`config.mk`:
```
export PLATFORM = sky130hd
export DESIGN_NAME = sdg_front
export DESIGN_NICKNAME = d
export VERILOG_FILES = /design/src/hw/rtl/sdg_pkg.sv /design/src/hw/rtl/sdg_front.sv
export SDC_FILE = /design/constraint.sdc
export NUM_CORES = 1
export LEC_CHECK = 0
export ABC_AREA = 1
export CAP_MARGIN = 40
export CORE_ASPECT_RATIO = 1.25
export CORE_MARGIN = 5
export CORE_UTILIZATION = 45
export DETAILED_ROUTE_END_ITERATION = 10
export DONT_BUFFER_PORTS = 1
export SYNTH_ARGS = -nofsm -noshare
export SYNTH_HDL_FRONTEND = slang
export SYNTH_SLANG_ARGS = --single-unit
```
`constraint.sdc`:
```
create_clock -name vclk -period 3.3
set_clock_uncertainty 0.05 [all_clocks]
set_input_delay 0.33 -clock vclk [all_inputs]
set_output_delay 0.33 -clock vclk [all_outputs]
set_load 0.02 [all_outputs]
```
`src/hw/rtl/sdg_pkg.sv`:
```
// ============================================================================
// sdg_pkg
// Shared types and constants of the sidechain ducking gain stage.
// ============================================================================
`default_nettype none

package sdg_pkg;

   localparam int SAMPLE_BITS = 24;
   localparam int COEFF_BITS  = 16;
   localparam int RECIP_BITS  = 24;
   localparam int RECIP_FRAC  = 16;

   // Multiplier operands are one bit wider than a sample so that unsigned
   // Q1.23 levels and signed samples share the same signed multiplier.
   localparam int MUL_BITS  = SAMPLE_BITS + 1;
   localparam int PROD_BITS = 2 * MUL_BITS;

   localparam logic [SAMPLE_BITS-1:0] ONE_Q = SAMPLE_BITS'(1) << (SAMPLE_BITS - 1);

   // Configuration port.
   localparam int CSR_ADDR_BITS = 5;
   localparam int CSR_DATA_BITS = 32;
   localparam int REG_IDX_BITS  = 3;

   localparam logic [REG_IDX_BITS-1:0] REG_ATTACK    = 3'd0;
   localparam logic [REG_IDX_BITS-1:0] REG_RELEASE   = 3'd1;
   localparam logic [REG_IDX_BITS-1:0] REG_THRESHOLD = 3'd2;
   localparam logic [REG_IDX_BITS-1:0] REG_DEPTH     = 3'd3;
   localparam logic [REG_IDX_BITS-1:0] REG_RECIP     = 3'd4;
   localparam logic [REG_IDX_BITS-1:0] REG_SIDECHAIN = 3'd5;

   localparam logic [COEFF_BITS-1:0]  RESET_ATTACK    = 16'd65400;
   localparam logic [COEFF_BITS-1:0]  RESET_RELEASE   = 16'd65529;
   localparam logic [SAMPLE_BITS-1:0] RESET_THRESHOLD = 24'd838861;
   localparam logic [SAMPLE_BITS-1:0] RESET_DEPTH     = 24'd838861;
   localparam logic [RECIP_BITS-1:0]  RESET_RECIP     = 24'd72818;
   localparam logic                   RESET_SIDECHAIN = 1'b1;

   // Queue between the front and the back.
   localparam int QUEUE_DEPTH     = 2;
   localparam int QUEUE_PTR_BITS  = $clog2(QUEUE_DEPTH);
   localparam int QUEUE_CNT_BITS  = $clog2(QUEUE_DEPTH + 1);

   typedef struct packed {
      logic signed [SAMPLE_BITS-1:0] side_left;
      logic signed [SAMPLE_BITS-1:0] side_right;
      logic signed [SAMPLE_BITS-1:0] main_left;
      logic signed [SAMPLE_BITS-1:0] main_right;
   } req_type;

   typedef struct packed {
      logic signed [SAMPLE_BITS-1:0] out_left;
      logic signed [SAMPLE_BITS-1:0] out_right;
      logic        [SAMPLE_BITS-1:0] applied_gain;
      logic        [SAMPLE_BITS-1:0] envelope_level;
   } rsp_type;

   // One classified frame as it waits in the queue.
   typedef struct packed {
      logic        [SAMPLE_BITS-1:0] peak;
      logic signed [SAMPLE_BITS-1:0] main_left;
      logic signed [SAMPLE_BITS-1:0] main_right;
   } work_type;

   typedef struct packed {
      logic [COEFF_BITS-1:0]  attack_coeff;
      logic [COEFF_BITS-1:0]  release_coeff;
      logic [SAMPLE_BITS-1:0] threshold_level;
      logic [SAMPLE_BITS-1:0] depth_level;
      logic [RECIP_BITS-1:0]  range_recip;
      logic                   sidechain_on;
   } cfg_type;

   typedef enum logic [3:0] {
      ST_IDLE,
      ST_ENV_MUL,
      ST_ENV_UPD,
      ST_EXC_MUL,
      ST_EXC_SET,
      ST_GAIN_MUL,
      ST_GAIN_SET,
      ST_RIGHT_SET,
      ST_LEFT_OUT,
      ST_RIGHT_OUT
   } back_state_type;

endpackage

`default_nettype wire

```
`src/hw/rtl/sdg_front.sv`:
```
// ============================================================================
// sdg_front
// Takes frames from the input channel and reduces the sidechain to a peak.
// ============================================================================
`default_nettype none

module sdg_front (
   input  wire logic              req_push,
   output logic                   req_full,
   input  wire sdg_pkg::req_type  req_data,
   input  wire logic              sidechain_on,
   input  wire logic              q_full,
   output logic                   q_push,
   output sdg_pkg::work_type      q_data
);

   logic [sdg_pkg::SAMPLE_BITS-1:0] mag_left;
   logic [sdg_pkg::SAMPLE_BITS-1:0] mag_right;

   // The magnitude of the most negative sample is ONE, which still fits
   // as an unsigned value.
   assign mag_left  = req_data.side_left[sdg_pkg::SAMPLE_BITS-1] ?
                      (~req_data.side_left + 1'b1) : req_data.side_left;
   assign mag_right = req_data.side_right[sdg_pkg::SAMPLE_BITS-1] ?
                      (~req_data.side_right + 1'b1) : req_data.side_right;

   always_comb begin
      q_data.main_left  = req_data.main_left;
      q_data.main_right = req_data.main_right;
      if (!sidechain_on) begin
         q_data.peak = '0;
      end else if (mag_left > mag_right) begin
         q_data.peak = mag_left;
      end else begin
         q_data.peak = mag_right;
      end
   end

   assign req_full = q_full;
   assign q_push   = req_push && !q_full;

endmodule

`default_nettype wire

```
==> impl_metrics.tcl <==
set metrics [dict create \
    start_util_pct 45.7 \
    internal_power_mw 0.290 \
    min_path_cells 0 \
    antenna_found_initial 0 \
    final_common_cell "nand2_1" \
    regArea_um2 0 \
    die_h_um 97.9 \
    drtIter0Drc 115 \
    combPwrFrac_pct 100.0 \
    timing.slew.headroom_pct 72.2 \
    core_um2 6090 \
    critPathMostFrequentCell "nand2_1" \
    cp-end-kind "output pin" \
    path_buf_inv 3 \
    powerDensity_nw_per_um2 197 \
    dp_hpwl_um 6860 \
    power_frac_clock_pct 0 \
    final_cell_mix "nand2_1 (164), nor2_1 (85), inv_1 (60), buf_4 (53), nand3_1 (29)" \
    grt_first_pass_wirelength_um 12500 \
    syn_area_um2 2780 \
    max-cap-violations 0 \
    final_area_um2 3290 \
    pwr-share-seq_pct 0 \
    crit_path_cell_trace "o21ai_0, nand2_2, nor2_4, xor2_2, inv_1, ha_1, nand2_1, nor2_2, nand4_2, nor2_4, nand2_2, nand3_4, nand2_8, clkbuf_16, nand2_1, nand2_1, nor2_1, buf_4" \
    synth_cells 542 \
    leakage_nw 1.78 \
    finalSetupViolCount 0 \
    min_period_ns 3.23 \
    postRouteAntennaNets 0 \
    synth_compound_gate_area_share_pct 6.52 \
    overflow 0 \
    worst-setup-path-type "input pin to output pin" \
    drc 0 \
    first_global_vias 2837 \
    seq_cells 0 \
    hold_path_end "q_data[11]" \
    dp_slack_ns -0.00797 \
    dp.cells 616 \
    num_vias 3144 \
    fin_total_pwr_mw 0.648 \
    hp-start "req_data[11]" \
    place_area_um2 2830 \
    dieArea_um2 7860 \
    setup_slack_ns 0.0718 \
    hp-class "input pin to output pin" \
    path_max_fanout 7 \
    whs_ns 0.610 \
    cpPeakStageDelay_ns 0.34 \
    synth_xor_area_share_pct 7.24 \
    syn_area_per_cell_um2 5.13 \
    worst_slew_pin_slew_ns 0.412 \
    crit_slowest_cell "o21ai_0" \
    diodes 0 \
    synth_fp_nets 667 \
    fin_util_pct 54.1 \
    nets 672 \
    routedWlPerCell_um 13.5 \
    wl_um 8480 \
    yosysUniqueCellTypes 28 \
    synthAdderAreaFrac_pct 11.7 \
    portBuffers 0 \
    cp-start-kind "input pin" \
    p_sw_share_pct 55.3 \
    ys_seq_area_share_pct 0 \
    n_clock_buffer 0 \
    fp.dieW_um 80.3 \
    area.growth.synth_to_final_pct 18.3 \
    synth_top_family_by_area "simple AND/OR/NAND/NOR gates" \
    status "finished, final reports clean" \
    drive_above_1_share_pct 23.3 \
    drv_slew 0 \
    crit_family "simple AND/OR/NAND/NOR gates" \
    setup_tns_ns 0 \
    grt_max_degree 28 \
    p_switching_mw 0.358 \
    avgViaCountPerCell 4.99 \
    finalHoldViolCount 0 \
    worstPathArrival_ns 2.85 \
    crit_required_ns 2.92 \
    max_freq_mhz 310 \
    muxShareOfSynthArea_pct 0 \
    instances_no_fill 630 \
    place.gp.congestion 0.876 \
    synth_warnings 0 \
    num_rows 32 \
    yosys.area_share.simple_pct 49.9 \
    vdd_ir_drop_max_mv 0.0739 \
    num_io_pins 173 \
    dr.pass1.iters 4 \
    globalRouteTotalUtil_pct 19.2 \
    min_period_over_period_pct 97.8 \
]
## how the worst max path moves through the flow
stage / from / endpoint / slack, ns / depth (start not counted)
floorplan: req_data[72] / q_data[54] / 0.15 / 19
global placement: req_data[48] / q_data[61] / 0.01 / 21
detailed placement: req_data[73] / q_data[61] / -0.008 / 22
CTS: req_data[73] / q_data[61] / 0.02 / 22
global route: req_data[72] / q_data[57] / -0.10 / 22
finish: req_data[54] / q_data[57] / 0.07 / 18
## cell type report
class | count | area, µm²
tap | 85 | 106
timing repair buffer | 62 | 553
inverter | 68 | 262
fill | 643 | 2800
multi-input combinational | 415 | 2370
## per-layer routing
| layer | share of wire [%] | up-vias | routed length [µm] | global-route usage (%) |
|---|---|---|---|---|
| li1 | - | 1633 | - | - |
| met1 | 38 | 1398 | 3260 | 22.0 |
| met2 | 51 | 77 | 4330 | 35.5 |
| met3 | 7.4 | 36 | 630 | 2.95 |
| met4 | 3.0 | 0 | 255 | 5.72 |
| met5 | 0 | - | 0 | 0 |
## power groups by stage
| stage | registers [mW] | logic (mW) | clock network [mW] |
|---|---|---|---|
| floorplan | 0 | 0.474 | 0 |
| global placement | 0 | 0.529 | 0 |
| detailed placement | 0 | 0.535 | 0 |
| CTS | 0 | 0.539 | 0 |
| global route | 0 | 0.719 | 0 |
| finish | 0 | 0.648 | 0 |
## repair_timing
action,CTS,global route
cloned,0,3
pin swaps,0,34
resized for setup,2,65
endpoints found under the hold margin,0,0
hold buffers,0,0
buffers inserted,0,11
endpoints found under the setup margin,2,24
## cell usage after synthesis
master | instances | area (µm²)
nand2_1 | 174 | 653
clkbuf_1 | 3 | 11.3
buf_2 | 4 | 20.0
nor2_2 | 7 | 43.8
clkinv_1 | 1 | 3.75
nor2_1 | 99 | 372
o21ai_1 | 2 | 10.0
a21o_1 | 2 | 15.0
a22oi_1 | 2 | 15.0
nand4_2 | 1 | 12.5
nand3_1 | 36 | 180
buf_4 | 50 | 375
a21oi_1 | 17 | 85.1
nand3b_1 | 1 | 7.51
nand3_4 | 2 | 35.0
nand2_4 | 1 | 11.3
and2_1 | 2 | 12.5
inv_1 | 66 | 248
o21ai_0 | 10 | 50.1
xor2_1 | 15 | 131
inv_2 | 1 | 3.75
a31oi_1 | 1 | 6.26
nor2_4 | 1 | 11.3
nand2_2 | 1 | 6.26
nand4_1 | 7 | 43.8
buf_6 | 2 | 22.5
ha_1 | 26 | 325
xnor2_1 | 8 | 70.1
## kinds of logic after synthesis
logic type | count (synthesis)
AOI/OAI and AO/OA | 34
xor gates and xnor gates | 23
buffers and inverters | 127
and+or+nand+nor | 332
adders and majority gates | 26
No activity file was read; power rests on OpenSTA's default activity.
