===== config.mk =====
export PLATFORM = sky130hd
export DESIGN_NAME = sdg_queue
export DESIGN_NICKNAME = d
export VERILOG_FILES = /design/src/hw/rtl/sdg_pkg.sv /design/src/hw/rtl/sdg_queue.sv
export SDC_FILE = /design/constraint.sdc
export NUM_CORES = 1
export LEC_CHECK = 0
export BUFFER_PORTS_ARGS = -buffer_cell sky130_fd_sc_hd__buf_2
export CAP_MARGIN = 5
export CORE_MARGIN = 2
export CORE_UTILIZATION = 35
export CTS_CLUSTER_DIAMETER = 60
export DETAILED_ROUTE_END_ITERATION = 16
export PLACE_DENSITY = 0.69
export SYNTH_ARGS = -nofsm -noshare
export SYNTH_HDL_FRONTEND = slang
export SYNTH_SLANG_ARGS = --single-unit
export TNS_END_PERCENT = 30

===== constraint.sdc =====
create_clock -name clock -period 7 [get_ports clock]
set_input_delay 1.05 -clock clock [delete_from_list [all_inputs] [get_ports clock]]
set_output_delay 1.05 -clock clock [all_outputs]
set_load 0.05 [all_outputs]

===== src/hw/rtl/sdg_pkg.sv =====
// ============================================================================
// sdg_pkg
// Shared types and constants of the sidechain ducking gain stage.
// ============================================================================
`default_nettype none

package sdg_pkg;

   localparam int SAMPLE_BITS = 24;
   localparam int COEFF_BITS  = 16;
   localparam int RECIP_BITS  = 24;
   localparam int RECIP_FRAC  = 16;

   // Multiplier operands are one bit wider than a sample so that unsigned
   // Q1.23 levels and signed samples share the same signed multiplier.
   localparam int MUL_BITS  = SAMPLE_BITS + 1;
   localparam int PROD_BITS = 2 * MUL_BITS;

   localparam logic [SAMPLE_BITS-1:0] ONE_Q = SAMPLE_BITS'(1) << (SAMPLE_BITS - 1);

   // Configuration port.
   localparam int CSR_ADDR_BITS = 5;
   localparam int CSR_DATA_BITS = 32;
   localparam int REG_IDX_BITS  = 3;

   localparam logic [REG_IDX_BITS-1:0] REG_ATTACK    = 3'd0;
   localparam logic [REG_IDX_BITS-1:0] REG_RELEASE   = 3'd1;
   localparam logic [REG_IDX_BITS-1:0] REG_THRESHOLD = 3'd2;
   localparam logic [REG_IDX_BITS-1:0] REG_DEPTH     = 3'd3;
   localparam logic [REG_IDX_BITS-1:0] REG_RECIP     = 3'd4;
   localparam logic [REG_IDX_BITS-1:0] REG_SIDECHAIN = 3'd5;

   localparam logic [COEFF_BITS-1:0]  RESET_ATTACK    = 16'd65400;
   localparam logic [COEFF_BITS-1:0]  RESET_RELEASE   = 16'd65529;
   localparam logic [SAMPLE_BITS-1:0] RESET_THRESHOLD = 24'd838861;
   localparam logic [SAMPLE_BITS-1:0] RESET_DEPTH     = 24'd838861;
   localparam logic [RECIP_BITS-1:0]  RESET_RECIP     = 24'd72818;
   localparam logic                   RESET_SIDECHAIN = 1'b1;

   // Queue between the front and the back.
   localparam int QUEUE_DEPTH     = 2;
   localparam int QUEUE_PTR_BITS  = $clog2(QUEUE_DEPTH);
   localparam int QUEUE_CNT_BITS  = $clog2(QUEUE_DEPTH + 1);

   typedef struct packed {
      logic signed [SAMPLE_BITS-1:0] side_left;
      logic signed [SAMPLE_BITS-1:0] side_right;
      logic signed [SAMPLE_BITS-1:0] main_left;
      logic signed [SAMPLE_BITS-1:0] main_right;
   } req_type;

   typedef struct packed {
      logic signed [SAMPLE_BITS-1:0] out_left;
      logic signed [SAMPLE_BITS-1:0] out_right;
      logic        [SAMPLE_BITS-1:0] applied_gain;
      logic        [SAMPLE_BITS-1:0] envelope_level;
   } rsp_type;

   // One classified frame as it waits in the queue.
   typedef struct packed {
      logic        [SAMPLE_BITS-1:0] peak;
      logic signed [SAMPLE_BITS-1:0] main_left;
      logic signed [SAMPLE_BITS-1:0] main_right;
   } work_type;

   typedef struct packed {
      logic [COEFF_BITS-1:0]  attack_coeff;
      logic [COEFF_BITS-1:0]  release_coeff;
      logic [SAMPLE_BITS-1:0] threshold_level;
      logic [SAMPLE_BITS-1:0] depth_level;
      logic [RECIP_BITS-1:0]  range_recip;
      logic                   sidechain_on;
   } cfg_type;

   typedef enum logic [3:0] {
      ST_IDLE,
      ST_ENV_MUL,
      ST_ENV_UPD,
      ST_EXC_MUL,
      ST_EXC_SET,
      ST_GAIN_MUL,
      ST_GAIN_SET,
      ST_RIGHT_SET,
      ST_LEFT_OUT,
      ST_RIGHT_OUT
   } back_state_type;

endpackage

`default_nettype wire


===== src/hw/rtl/sdg_queue.sv =====
// ============================================================================
// sdg_queue
// Short first-in first-out queue of classified frames.
// ============================================================================
`default_nettype none

module sdg_queue (
   input  wire logic               clock,
   input  wire logic               reset,
   input  wire logic               push,
   input  wire sdg_pkg::work_type  push_data,
   input  wire logic               pop,
   output logic                    full,
   output logic                    empty,
   output sdg_pkg::work_type       head
);

   sdg_pkg::work_type                   entries_ff [sdg_pkg::QUEUE_DEPTH];
   logic [sdg_pkg::QUEUE_PTR_BITS-1:0]  wr_ptr_ff, wr_ptr_in;
   logic [sdg_pkg::QUEUE_PTR_BITS-1:0]  rd_ptr_ff, rd_ptr_in;
   logic [sdg_pkg::QUEUE_CNT_BITS-1:0]  count_ff, count_in;
   logic                                do_push;
   logic                                do_pop;

   assign full    = (count_ff == sdg_pkg::QUEUE_CNT_BITS'(sdg_pkg::QUEUE_DEPTH));
   assign empty   = (count_ff == '0);
   assign head    = entries_ff[rd_ptr_ff];
   assign do_push = push && !full;
   assign do_pop  = pop && !empty;

   always_comb begin
      wr_ptr_in = wr_ptr_ff;
      rd_ptr_in = rd_ptr_ff;
      count_in  = count_ff;
      if (do_push) begin
         wr_ptr_in = (wr_ptr_ff == sdg_pkg::QUEUE_PTR_BITS'(sdg_pkg::QUEUE_DEPTH - 1)) ?
                     '0 : wr_ptr_ff + 1'b1;
      end
      if (do_pop) begin
         rd_ptr_in = (rd_ptr_ff == sdg_pkg::QUEUE_PTR_BITS'(sdg_pkg::QUEUE_DEPTH - 1)) ?
                     '0 : rd_ptr_ff + 1'b1;
      end
      if (do_push && !do_pop) begin
         count_in = count_ff + 1'b1;
      end else if (do_pop && !do_push) begin
         count_in = count_ff - 1'b1;
      end
   end

   always_ff @(posedge clock) begin
      if (reset) begin
         wr_ptr_ff <= '0;
         rd_ptr_ff <= '0;
         count_ff  <= '0;
      end else begin
         wr_ptr_ff <= wr_ptr_in;
         rd_ptr_ff <= rd_ptr_in;
         count_ff  <= count_in;
      end
   end

   always_ff @(posedge clock) begin
      if (do_push) begin
         entries_ff[wr_ptr_ff] <= push_data;
      end
   end

   assert property (@(posedge clock) disable iff (reset)
      count_ff <= sdg_pkg::QUEUE_CNT_BITS'(sdg_pkg::QUEUE_DEPTH))
      else $error("queue holds more frames than it has entries");

   assert property (@(posedge clock) disable iff (reset)
      (do_push && !do_pop) |=> (count_ff == $past(count_ff) + 1'b1))
      else $error("queue count did not follow a lone push");

   assert property (@(posedge clock) disable iff (reset)
      ((count_ff == '0) == (wr_ptr_ff == rd_ptr_ff)) || full)
      else $error("queue pointers disagree with the count");

endmodule

`default_nettype wire


==> impl_metrics.toml <==
[synthesis]
yosys-top-cells-area = "edfxtp_1, mux2_2, dfxtp_1"
yosys.area.top_type = "edfxtp_1"
synth_top_area_share_pct = 80.2
synth_nets = 326
synth_cells = 249
ys_ff_latch = 149
ys_warn_count = 0
ys_types = 13
syn_avg_cell_area_um2 = 21.7
seq_area_frac_synth_pct = 82.0
netlist_area_um2 = 5390

[min_path]
hold_path_class = "reg -> reg"
hold_path.startpoint = "rd_ptr_ff"
holdPathStages = 2

[grt]
antenna_found_initial = 0
grt_pass1_vias = 2896
overflow = 0
grt_first_pass_wirelength_um = 14400
grt_max_degree = 73
grt.total_usage_pct = 11.9

[power]
p_leak_nw = 2.59
intPower_mw = 1.95
peakVddDrop_mv = 0.232
switchingPower_mw = 1.10
swShare_pct = 36.2
comb_power_share_pct = 31.2
fin_total_pwr_mw = 3.05
p_seq_share_pct = 39.6
p_per_area_nw_per_um2 = 440
clkPwrFrac_pct = 29.2

[cts]
post_cts_buffers = 0
numCtsBuffers = 17
clk_latency_ns = 0.41
clock_path_buffers = 2
cts-htree-levels = 4
cts.repair.resized = 0
clock_sinks = 149
cts_tree = "done"
cts_hold_buf = 0
clk_pin_slew_worst_paths_ns = 0.05
root_buffer = "clkbuf_16"

[placement]
routabilityCongestion = 0.697
port-buffer-count = 149
dpl.hpwl_um = 5820

[route]
wl_per_cell_um = 15.5
vias_per_cell = 4.56
ant_nets = 0
wl_um = 9450
vias = 2789
drc = 0
firstDrtPassIters = 4
first_iter_violations = 146

[sta]
maxSlewViolCount = 0
clock_skew_ns = 0.00866
rsz0062_at_grt = "no"
setup_viol = 0
finalCriticalPeriod_ns = 3.10
max_slew_margin_pct = 32.3
period_share_pct = 44.3
fin_tns_setup_ns = 0
fmax_mhz = 322
tightest_slew_ns = 1.02
hold_viol_final = 0

[final_layout]
final_common_cell = "buf_2"
post-route-util_pct = 45.8
fillCellCount = 1303
finalNetCount = 487
area_delta_synth_final_pct = 28.6
drive_gt1_share_pct = 60.5
antennaDiodeCount = 0
layout_common_cells = "buf_2, edfxtp_1, mux2_2"

[setup_path]
critPathMaxFanout = 72
cp-end-kind = "primary output"
crit_type = "reg -> out"
r2r-end = "entries_ff[0][65]"
rrSetupSlack_ns = 4.94
crit_chain = "mux2_2 -> buf_2"
crit_required_ns = 5.95
startpoint_type = "flop"
critPathArrivalTime_ns = 2.05
critPathSlowestCell = "dfxtp_4"
r2r_cells = 4
r2r-start = "count_ff[0]"
max_stage_delay_ns = 0.97

[floorplanning]
die_width_um = 128
core-area_um2 = 15100
die_y_um = 128
dieArea_um2 = 16400
num_rows = 45
start_util_pct = 35.6
ios = 150

[outcome]
outcome = "complete, no violations"

[run]
drv_cap = 0
layout make-up:
cell class | count | area, um2 | share of cell area, %
clock buffer | 17 | 425 | 6.13
multi-input combinational | 90 | 923 | 13.3
tap | 188 | 235 | 3.39
sequential | 149 | 4430 | 63.8
clock inverter | 15 | 164 | 2.36
timing repair buffer | 150 | 753 | 10.9
inverter | 2 | 7.51 | 0.108
cells by family (layout without fill, tap and decap cells):
group	after synthesis	count (layout)	share of synthesized area, %
AO/OA/AOI/OAI	5	5	0.464
AND/OR/NAND/NOR	9	9	0.859
XOR/XNOR	3	3	0.487
multiplexers	72	72	15.0
adder cells (fa/ha/maj)	1	1	0.232
buffers and inverters	10	184	0.882
flip-flops	149	149	82.0
worst max-delay path: cells and delay by family (launching register included):
kind                   cells  cell delay [ns]
multiplexers               1             0.43
buffers and inverters      1             0.21
flip-flops                 1             0.97
per-layer routing:
metal	vias up	part of all wire, %	wire (um)	GRT usage, %
met1	1372	42	3950	13.6
met5	-	0	0	0
met3	11	7.0	663	5.55
met2	100	50	4710	19.8
li1	1306	-	-	-
met4	0	1.3	121	4.46
power by group through the flow:
stage          Clock (mW)  Sequential, mW  Combinational [mW]
3_5_place_dp            0            1.23               0.960
4_1_cts             0.920            1.22               0.963
6_report            0.892            1.21               0.952
3_3_place_gp            0            1.23               0.953
2_1_floorplan           0            1.17               0.814
5_1_grt             0.959            1.23                1.00
state kept, by name (all words and copies together), names as in the netlist, named ones only:
register,cells
count_ff,2
entries_ff,144
rd_ptr_ff,1
wr_ptr_ff,1
stage by stage:
stage          area, um2  setup slack, ns  hold slack [ns]  cells
2_1_floorplan       5390             3.63            0.452    249
3_3_place_gp        6350             4.22            0.475    579
3_5_place_dp        6350             4.20            0.492    579
4_1_cts             6940             3.82            0.510    611
5_1_grt             6940             3.72            0.557    611
6_report            6940             3.90            0.501    611
how the worst max path moves through the flow:
stage / endpoint / slack (ns)
floorplan: entries_ff[1][0] / 3.63
global placement: entries_ff[0][16] / 4.22
detailed placement: entries_ff[0][16] / 4.20
CTS: head[13] / 3.82
global route: head[69] / 3.72
finish: head[64] / 3.90
cell usage after synthesis:
library cell  count
edfxtp_1        144
mux2_2           72
buf_2             8
dfxtp_1           5
nor2_1            5
o21ai_0           3
xor2_1            3
a21oi_1           2
inv_1             2
or3_1             2
and2_1            1
ha_1              1
nor2b_2           1
Power figures use the tool's default switching activity.
